$ cat src/sv/wfts_pkg.sv
// Shared types and constants for the windowed frame-time statistics block.
`default_nettype none

package wfts_pkg;

  // Item kinds
  localparam logic KIND_SAMPLE = 1'b0;
  localparam logic KIND_READ   = 1'b1;

  // Register reset value and average clamp
  localparam logic [15:0] WINDOW_MS_RESET = 16'd1000;
  localparam logic [15:0] AVG_CLAMP       = 16'hFFFF;

  // History selector of the all-modes history
  localparam logic [2:0] ARR_ALL = 3'd0;

  // Controller states
  typedef enum logic [3:0] {
    S_IDLE,
    S_ACC,
    S_DIV_START,
    S_DIV_WAIT,
    S_PUSH_ALL,
    S_PUSH_MODE,
    S_RD_ADDR,
    S_RD_MEM,
    S_DONE
  } state_t;

  // Commands to the history store
  typedef struct packed {
    logic       push;
    logic       lookup;
    logic [2:0] sel;
  } hist_ctrl_t;

  // Status of the serial divider
  typedef struct packed {
    logic busy;
    logic done;
  } div_stat_t;

endpackage

`default_nettype wire

$ cat src/sv/wfts_div.sv
// Bit-serial divider producing the clamped 16-bit window average.
`default_nettype none

module wfts_div (
  input  logic                clk,
  input  logic                rst,
  input  logic                start,
  input  logic [31:0]         dividend,
  input  logic [15:0]         divisor,
  output wfts_pkg::div_stat_t stat,
  output logic [15:0]         quotient
);
  import wfts_pkg::*;

  logic [15:0] rem;
  logic [15:0] dsr;
  logic [15:0] quo;
  logic [3:0]  cnt;
  logic        active;
  logic        done;
  logic [16:0] wide;
  logic [16:0] diff;
  logic        qbit;
  logic        clamp;

  // Quotient does not fit in 16 bits when the upper half reaches the divisor
  assign clamp = (dividend[31:16] >= divisor);

  // One restoring step: bring down the next dividend bit and try a subtract
  assign wide = {rem, quo[15]};
  assign diff = wide - {1'b0, dsr};
  assign qbit = (wide >= {1'b0, dsr});

  // Advance the division one quotient bit per cycle
  always_ff @(posedge clk) begin
    if (rst) begin
      active <= 1'b0;
      done   <= 1'b0;
      cnt    <= '0;
    end else begin
      done <= 1'b0;
      if (start) begin
        cnt <= '0;
        if (clamp) begin
          active <= 1'b0;
          done   <= 1'b1;
        end else begin
          active <= 1'b1;
        end
      end else if (active) begin
        cnt <= cnt + 4'd1;
        if (cnt == 4'd15) begin
          active <= 1'b0;
          done   <= 1'b1;
        end
      end
    end
  end

  // Shift the partial remainder and quotient
  always_ff @(posedge clk) begin
    if (start) begin
      dsr <= divisor;
      rem <= dividend[31:16];
      quo <= clamp ? AVG_CLAMP : dividend[15:0];
    end else if (active) begin
      rem <= qbit ? diff[15:0] : wide[15:0];
      quo <= {quo[14:0], qbit};
    end
  end

  assign stat.busy = active;
  assign stat.done = done;
  assign quotient  = quo;

endmodule

`default_nettype wire

$ cat config.mk
export PLATFORM = sky130hd
export DESIGN_NAME = wfts_div
export DESIGN_NICKNAME = d
export VERILOG_FILES = /design/src/sv/wfts_pkg.sv /design/src/sv/wfts_div.sv
export SDC_FILE = /design/constraint.sdc
export NUM_CORES = 1
export LEC_CHECK = 0
export BUFFER_PORTS_ARGS = -buffer_cell sky130_fd_sc_hd__buf_2
export CORE_ASPECT_RATIO = 1.4
export CORE_MARGIN = 1.5
export CORE_UTILIZATION = 57
export DETAILED_ROUTE_END_ITERATION = 16
export HOLD_SLACK_MARGIN = 0.06
export PLACE_DENSITY = 0.81
export SYNTH_ARGS = -nofsm -noshare
export SYNTH_HDL_FRONTEND = slang
export SYNTH_SLANG_ARGS = --single-unit
$ cat constraint.sdc
create_clock -name clk -period 4.81 [get_ports clk]
set_clock_uncertainty 0.15 [all_clocks]
set_input_delay 1.2025 -clock clk [delete_from_list [all_inputs] [get_ports clk]]
set_output_delay 1.2025 -clock clk [all_outputs]
set_load 0.01 [all_outputs]
==> results_dict.tcl, run 1 <==
set metrics [dict create \
    ant_nets 0 \
    fin_area_sq_mm 0.004214 \
    holdBufCountCts 0 \
    leakage_uw 0.001784 \
    p_switching_uw 570.6 \
    cpMaxStageDelayCell "nor3_2" \
    seqPwrFrac_pct 41.1 \
    worstSetupPathType "in -> reg" \
    placed_area_sq_mm 0.004124 \
    grt_max_degree 63 \
    die_area_sq_mm 0.007181 \
    post-dp-hpwl_um 6502 \
    antenna_found_initial 0 \
    area_growth_pct 10.75 \
    ir_drop_uv 254.2 \
    cts_tree "done" \
    layout_commonest_cell "buf_2" \
    cp-end-kind "flop" \
    hold_viol 0 \
    syn_area_per_cell_sq_um 9.756 \
    swShare_pct 37.59 \
    start_util_pct 58.31 \
    synthTopCellsByArea "edfxtp_1, ha_1, inv_1, a21oi_1, nor3_1" \
    cts_buffer_depth 2 \
    cp.arrival_ns 3.25 \
    max-cap-violations 0 \
    drive_gt1_share_pct 21.17 \
    final.fill_count 519 \
    io_pins 69 \
    wl_um 8710 \
    outcome "finished, final reports clean" \
    die_h_um 99.67 \
    final-seq-area_sq_mm 0.001562 \
    numCtsBuffers 5 \
    path_cells "buf_2 -> ha_1 -> a21o_1 -> a21oi_1 -> o21a_1 -> nor3_2 -> nor2_1 -> a221oi_1" \
    synthMuxAreaShare_pct 0.2631 \
    synth-edff-count 48 \
    post_cts_buffers 0 \
    cts.sinks 54 \
    core_area_sq_mm 0.006525 \
    hold_path_class "reg -> reg" \
    fin_tns_setup_ns 0 \
    port_buffers 68 \
    yosys_warnings 0 \
    setup_violations 0 \
    worstSetupStartpointType "input port" \
    grt_pass1_vias 3228 \
    async_flop_share_pct 0 \
    synth.distinct_cells 62 \
    critical_path_required_ns 4.88 \
    path_max_fanout 18 \
    slowest_delay_ns 0.85 \
    synth_seq_cells 54 \
    timing.final.max_slew_violations 0 \
    grt_util_all_layers_pct 25.10 \
    drc 0 \
    cts_resized 0 \
    viasPerCell 6.197 \
    cts_root_buf "clkbuf_8" \
    fin_nets 528 \
    synth_fa_ha_area_share_pct 11.38 \
    path_buf_inv 1 \
    clock_latency_ns 0.31 \
    power.share.clock_pct 17.1 \
    pwr-share-comb_pct 41.8 \
    num_rows 35 \
    synth-simple-area-share_pct 14.70 \
    grt_overflow 0 \
    ys.flop_type "edfxtp_1" \
    slew_headroom_pct 27.95 \
    multi_input_area_sq_mm 0.001968 \
    antennaDiodeCount 0 \
    wl_per_cell_um 16.81 \
    grt_first_pass_wirelength_um 14300 \
    syn_inst 390 \
    syn_area_sq_mm 0.003805 \
    drt_pass1_iterations 5 \
    yosysTopAreaCell "edfxtp_1" \
    fmax_mhz 314.3 \
    intPower_uw 947.3 \
    finalCritPeriodShare_pct 66.14 \
    globalplace.congestion 0.8860 \
    die_x_um 72.05 \
    synth_fp_nets 475 \
    rsz0062_at_grt "no" \
    netlist.area_leader.share_pct 37.88 \
    period_minus_slack_ns 3.182 \
    p_per_area_mw_per_mm2 360.2 \
    synth_compound_area_share_pct 22.62 \
    vias 3210 \
    initialDrtViolationCount 211 \
    htreeDepth 2 \
    ys_seq_area_share_pct 41.04 \
    synth_top_family_by_area "compound AO/OA/AOI/OAI gates" \
    most-common-layout-cells "buf_2, edfxtp_1, inv_1" \
    cp_top_family "simple AND/OR/NAND/NOR gates" \
    clkTransAtPathRegs_ns 0.10 \
    tightestPinTransition_ns 1.075 \
    synth-xor-area-share_pct 2.762 \
]
through the flow:
stage | cells | total power, uW | hold WS [ns] | util (%) | setup WS, ns
floorplan | 390 | 1109 | 0.3298 | - | 1.613
global placement | 510 | 1236 | 0.3725 | 63.20 | 1.395
detailed placement | 510 | 1256 | 0.3821 | 63.20 | 1.328
CTS | 518 | 1511 | 0.4004 | 64.58 | 1.642
global route | 518 | 1606 | 0.4151 | 64.58 | 1.490
finish | 518 | 1518 | 0.3988 | 64.58 | 1.628
layer usage:
layer	GRT usage (%)	share of wire, %
met3	3.749	5.3
met1	30.68	41
met5	0	0
met4	9.579	2.2
met2	44.09	51
synthesized netlist by cell type (all sizes together), types with 4 or more instances:
library cell  count
o2111ai           6
o21ai            11
dfxtp             6
xnor2             6
nand4             9
a21o             11
nor3             29
o311ai            6
or3               5
nand3             9
o211ai            7
xor2              6
a211o             5
o31ai             4
inv              39
a21oi            31
edfxtp           48
buf              10
a211oi            4
ha               33
nor2             28
nand2            22
clkbuf           14
a31oi             7
state kept, by name, summed over array words and instances, names as in the netlist:
register and cells:
dsr 16, done 1, rem 16, active 1
cnt 4, quotient 16
worst paths after layout:
path,from,end,slack [ns],cells past startpoint
worst max register to register,rem[5],rem[13],1.81,7
worst max-delay path,dividend[25],done,1.63,8
worst min register to register,cnt[3],done,0.40,2
worst min-delay path,cnt[3],done,0.40,2
cell families after synthesis:
logic type	count (synthesis)
mux	1
buf+inv	63
compound gates	113
flops	54
fa+ha+maj	34
simple gates	113
xor+xnor	12
worst min-delay path: cells and delay by family, from the launching register on:
kind / cells / cell delay [ns]
AOI/OAI and AO/OA: 1 / 0.07
and+or+nand+nor: 1 / 0.08
DFF: 1 / 0.35
power by group through the flow:
stage                     logic, uW  clock network [uW]  registers (uW)
final                           634                 259             624
after global routing            699                 276             630
after CTS                       626                 262             624
after detailed placement        623                   0             634
after global placement          604                   0             632
after floorplan                 478                   0             631
final cells by class:
class / count / share of cell area (%)
clock inverter: 2 / 0.4157
timing repair buffer: 70 / 8.432
inverter: 39 / 3.474
tap: 74 / 2.197
sequential: 54 / 37.05
multi-input combinational: 273 / 46.70
clock buffer: 6 / 1.722
Power figures use the tool's default switching activity.
==> inputs of run 2 (changes only) <==
Clock period 4.81 ns to 3.01 ns, I/O delays scaled along.
==> results_dict.tcl, run 2 (same netlist as run 1, synthesis figures left out) <==
set metrics [dict create \
    grt_util_all_layers_pct 25.52 \
    globalplace.congestion 0.9034 \
    clock_latency_ns 0.30 \
    max-cap-violations 0 \
    cts_root_buf "clkbuf_8" \
    slowest_delay_ns 0.49 \
    cp.depth 8 \
    grt_first_pass_wirelength_um 14610 \
    outcome "finished, final reports clean" \
    die_x_um 72.05 \
    cp_top_family "compound AO/OA/AOI/OAI gates" \
    clkTransAtPathRegs_ns 0.10 \
    wl_um 8920 \
    grt_overflow 0 \
    io_pins 69 \
    cp-end-kind "flop" \
    cts_buffer_depth 2 \
    numCtsBuffers 5 \
    port_buffers 68 \
    setup_violations 0 \
    worstHoldStart "cnt[3]" \
    leakage_uw 0.001879 \
    ant_nets 0 \
    htreeDepth 2 \
    wl_per_cell_um 16.70 \
    antennaDiodeCount 0 \
    timing.final.max_slew_violations 0 \
    antenna_found_initial 0 \
    p_per_area_mw_per_mm2 584.2 \
    fin_nets 544 \
    worstSetupPathType "reg -> reg" \
    hold_viol 0 \
    drive_gt1_share_pct 24.13 \
    holdPathStages 2 \
    path_buf_inv 1 \
    critical_path_required_ns 2.91 \
    die_area_sq_mm 0.007181 \
    path_max_fanout 11 \
    r2r_start "rem[11]" \
    slew_headroom_pct 47.77 \
    cp.arrival_ns 2.78 \
    ff2ff_path_depth 8 \
    most-common-layout-cells "buf_2, edfxtp_1, inv_1" \
    finalCritPeriodShare_pct 95.68 \
    initialDrtViolationCount 231 \
    whs_endpoint "done" \
    drt_pass1_iterations 4 \
    vias 3287 \
    worstSetupStartpointType "flop" \
    r2r_setup_slack_ns 0.13 \
    tightestPinTransition_ns 0.7828 \
    r2r_end "rem[7]" \
    viasPerCell 6.155 \
    core_area_sq_mm 0.006525 \
    ir_drop_uv 404.4 \
    drc 0 \
    cpMaxStageDelayCell "ha_1" \
    fmax_mhz 347.2 \
    fin_tns_setup_ns 0 \
    cts_tree "done" \
    layout_commonest_cell "buf_2" \
    grt_max_degree 26 \
    area_growth_pct 14.83 \
    path_cells "ha_1 -> nand4_1 -> or3_4 -> a31oi_4 -> o2111ai_4 -> buf_4 -> a41oi_1 -> o31ai_1" \
    critPathLaunch "rem[11]" \
    post-dp-hpwl_um 6905 \
    num_rows 35 \
    grt_pass1_vias 3177 \
    hold_path_class "reg -> reg" \
    die_h_um 99.67 \
    timing.hold.ws_ns 0.3824 \
    cts_resized 0 \
    start_util_pct 58.31 \
    period_minus_slack_ns 2.880 \
    cts.sinks 54 \
]
[run 2: power by group]
part	leakage (uW)	switching, uW	internal, uW
registers	0.000514	55.7	943
clock network	0.0000585	239	250
logic	0.00131	622	443
total	0.00188	917	1640
[run 2: worst reg2reg max path: stages, from the launching register on]
cell and delay [ns]:
edfxtp_1 0.41, ha_1 0.49, nand4_1 0.16, or3_4 0.43, a31oi_4 0.23, o2111ai_4 0.22, buf_4 0.20, a41oi_1 0.22
o31ai_1 0.11
[run 2: timing repair]
item | in CTS | in global routing
setup buffers | 0 | 3
setup endpoints to repair | 0 | 3
hold buffers | 0 | 0
[run 2: how the worst max path moves through the flow]
stage	endpoint	slack, ns
2_1_floorplan	quotient[10]	0.26
3_3_place_gp	quotient[0]	0.06
3_5_place_dp	quotient[3]	-0.04
4_1_cts	rem[0]	0.13
5_1_grt	rem[7]	-0.01
6_report	rem[7]	0.13
[run 2: stage by stage]
step           setup WS [ns]  std cells  cell area, sq um  power [uW]  util [%]
3_3_place_gp         0.06185        523              4234        2024     64.89
4_1_cts               0.1312        531              4347        2543     66.62
6_report              0.1301        534              4369        2553     66.96
5_1_grt             -0.01402        534              4369        2700     66.96
2_1_floorplan         0.2630        390              3805        1772         -
3_5_place_dp        -0.04040        523              4234        2050     64.89
[run 2: area by class of cell]
cell class | count | area, sq um
fill | 508 | 2156
multi-input combinational | 273 | 1968
sequential | 54 | 1562
timing repair buffer | 86 | 488.0
inverter | 39 | 146.4
tap | 74 | 92.59
clock buffer | 5 | 68.82
clock inverter | 3 | 43.79
[run 2: metal layers]
metal | track usage, % | wire length [um]
met1 | 31.75 | 3619
met2 | 44.87 | 4641
met3 | 2.736 | 433
met4 | 10.01 | 224
met5 | 0 | 0
==> inputs of run 3 (changes only) <==
--- a/config.mk
+++ b/config.mk
@@ -11,6 +11,8 @@
 export CORE_UTILIZATION = 57
 export DETAILED_ROUTE_END_ITERATION = 16
+export GPL_TIMING_DRIVEN = 1
 export HOLD_SLACK_MARGIN = 0.06
 export PLACE_DENSITY = 0.81
+export RECOVER_POWER = 25
 export SYNTH_ARGS = -nofsm -noshare
 export SYNTH_HDL_FRONTEND = slang
==> constraint.sdc (replaced) <==
create_clock -name clk -period 3.01 [get_ports clk]
set_clock_uncertainty 0.15 [all_clocks]
set_input_delay 0.602 -clock clk [delete_from_list [all_inputs] [get_ports clk]]
set_output_delay 0.602 -clock clk [all_outputs]
set_load 0.01 [all_outputs]
==> results_dict.tcl, run 3 (same netlist as run 1, synthesis figures left out) <==
set metrics [dict create \
    cp.arrival_ns 2.77 \
    outcome "finished, final reports clean" \
    r2r_start "rem[11]" \
    whs_endpoint "dsr[3]" \
    met3_usage_pct 3.850 \
    path_buf_inv 0 \
    path_cells "ha_1 -> nand4_1 -> or3_4 -> a31oi_4 -> o2111a_2 -> nor2_2 -> o311ai_1" \
    post_cts_buffers 0 \
    fin_nets 533 \
    final.fill_count 504 \
    ff2ff_path_depth 7 \
    wl_per_cell_um 16.92 \
    max-cap-violations 0 \
    multi_input_area_sq_mm 0.001972 \
    rsz0062_at_grt "no" \
    post-dp-hpwl_um 6817 \
    clkTransAtPathRegs_ns 0.09 \
    grt-busiest-layer "met2" \
    area_growth_pct 11.61 \
    intPower_uw 1513 \
    cts.sinks 54 \
    timing.final.max_slew_violations 0 \
    final-seq-area_sq_mm 0.001562 \
    antenna_found_initial 0 \
    fin_tns_setup_ns 0 \
    numCtsBuffers 5 \
    period_minus_slack_ns 2.794 \
    wl_um 8847 \
    cp_top_family "compound AO/OA/AOI/OAI gates" \
    grt_use_met2_pct 45.80 \
    leakage_uw 0.001774 \
    swShare_pct 37.69 \
    cp-end-kind "flop" \
    start_util_pct 58.31 \
    ant_nets 0 \
    pwr-share-comb_pct 42.5 \
    layout_commonest_cell "buf_2" \
    holdPathStages 1 \
    p_total_uw 2428 \
    cts_tree "done" \
    htreeDepth 2 \
    die_h_um 99.67 \
    worstSetupPathType "reg -> reg" \
    ir_drop_uv 467.0 \
    power.share.clock_pct 16.2 \
    cpMaxStageDelayCell "ha_1" \
    layout_setup_ws_ns 0.2157 \
    critical_path_required_ns 2.98 \
    p_switching_uw 915.1 \
    grt_util_all_layers_pct 25.58 \
    num_rows 35 \
    place_ws_ns 0.1601 \
    worstHoldStart "divisor[3]" \
    path_max_fanout 11 \
    core_area_sq_mm 0.006525 \
    slowest_delay_ns 0.49 \
    hold_viol 0 \
    slew_headroom_pct 34.98 \
    p_per_area_mw_per_mm2 571.7 \
    grt_max_degree 44 \
    drc 0 \
    most-common-layout-cells "buf_2, edfxtp_1, inv_1" \
    port_buffers 68 \
    grt_use_met1_pct 31.58 \
    r2r_end "rem[4]" \
    grt_overflow 0 \
    r2r_setup_slack_ns 0.22 \
    antennaDiodeCount 0 \
    viasPerCell 6.170 \
    finalCritPeriodShare_pct 92.83 \
    drive_gt1_share_pct 19.38 \
    worstSetupStartpointType "flop" \
    clock_latency_ns 0.30 \
    vias 3227 \
    cts_root_buf "clkbuf_8" \
    fmax_mhz 357.9 \
    drt_pass1_iterations 4 \
    grt_pass1_vias 3160 \
    cts_buffer_depth 2 \
    hold_path_class "in -> reg" \
    initialDrtViolationCount 158 \
    globalplace.congestion 0.9299 \
    tightestPinTransition_ns 0.9753 \
    setup_violations 0 \
    die_area_sq_mm 0.007181 \
    seqPwrFrac_pct 41.3 \
    io_pins 69 \
    die_x_um 72.05 \
    grt_first_pass_wirelength_um 14610 \
]
[run 3: changes by cell type in the layout (fill, tap and decap cells not counted)]
cell	previous run	this run
buf_2	68	55
clkbuf_1	0	13
buf_4	17	6
a21oi_1	29	28
a21oi_2	2	3
bufinv_16	1	0
clkinv_1	0	1
clkinvlp_4	0	1
inv_6	1	0
[run 3: area by class of cell]
type	instances	area share, %
Clock buffer	5	1.621
Clock inverter	3	0.3830
Inverter	39	3.447
Multi-Input combinational cell	273	46.43
Sequential cell	54	36.77
Tap cell	74	2.180
Timing Repair Buffer	75	9.163
[run 3: stage by stage]
stage	util [%]	cells	cell area, sq um	hold slack, ns
6_report	65.08	523	4247	0.3322
5_1_grt	65.08	523	4247	0.3245
4_1_cts	65.27	523	4259	0.3272
3_5_place_dp	63.97	515	4174	0.3786
3_3_place_gp	63.97	515	4174	0.3723
2_1_floorplan	-	390	3805	0.3298
[run 3: how the worst max path moves through the flow]
stage                             from      endpoint  slack, ns  depth (start not counted)
final                          rem[11]        rem[4]       0.22                          7
after global routing      quotient[15]       rem[14]       0.05                         10
after detailed placement  quotient[15]       rem[14]       0.16                         10
after floorplan           dividend[16]  quotient[10]       0.41                          9
after global placement    quotient[15]       rem[14]       0.18                         10
after CTS                 quotient[15]       rem[14]       0.14                         10
[run 3: timing repair]
item                       4_1_cts  5_1_grt
setup endpoints to repair        0        2
hold buffers                     0        0
resized for setup                0        1
[run 3: power groups by stage]
stage / clock network, uW / registers, uW / logic, uW
floorplan: 0 / 1010 / 763
global placement: 0 / 1010 / 993
detailed placement: 0 / 1020 / 1010
CTS: 401 / 1000 / 1020
global route: 423 / 1010 / 1140
finish: 393 / 1000 / 1030
[run 3: routing by layer]
layer  vias to the layer above  wire, um  share of wire (%)
met3                         8       495                5.6
met4                         0       104                1.2
li1                       1581         -                  -
met5                         -         0                  0
met2                        97      4688                 53
met1                      1541      3558                 40
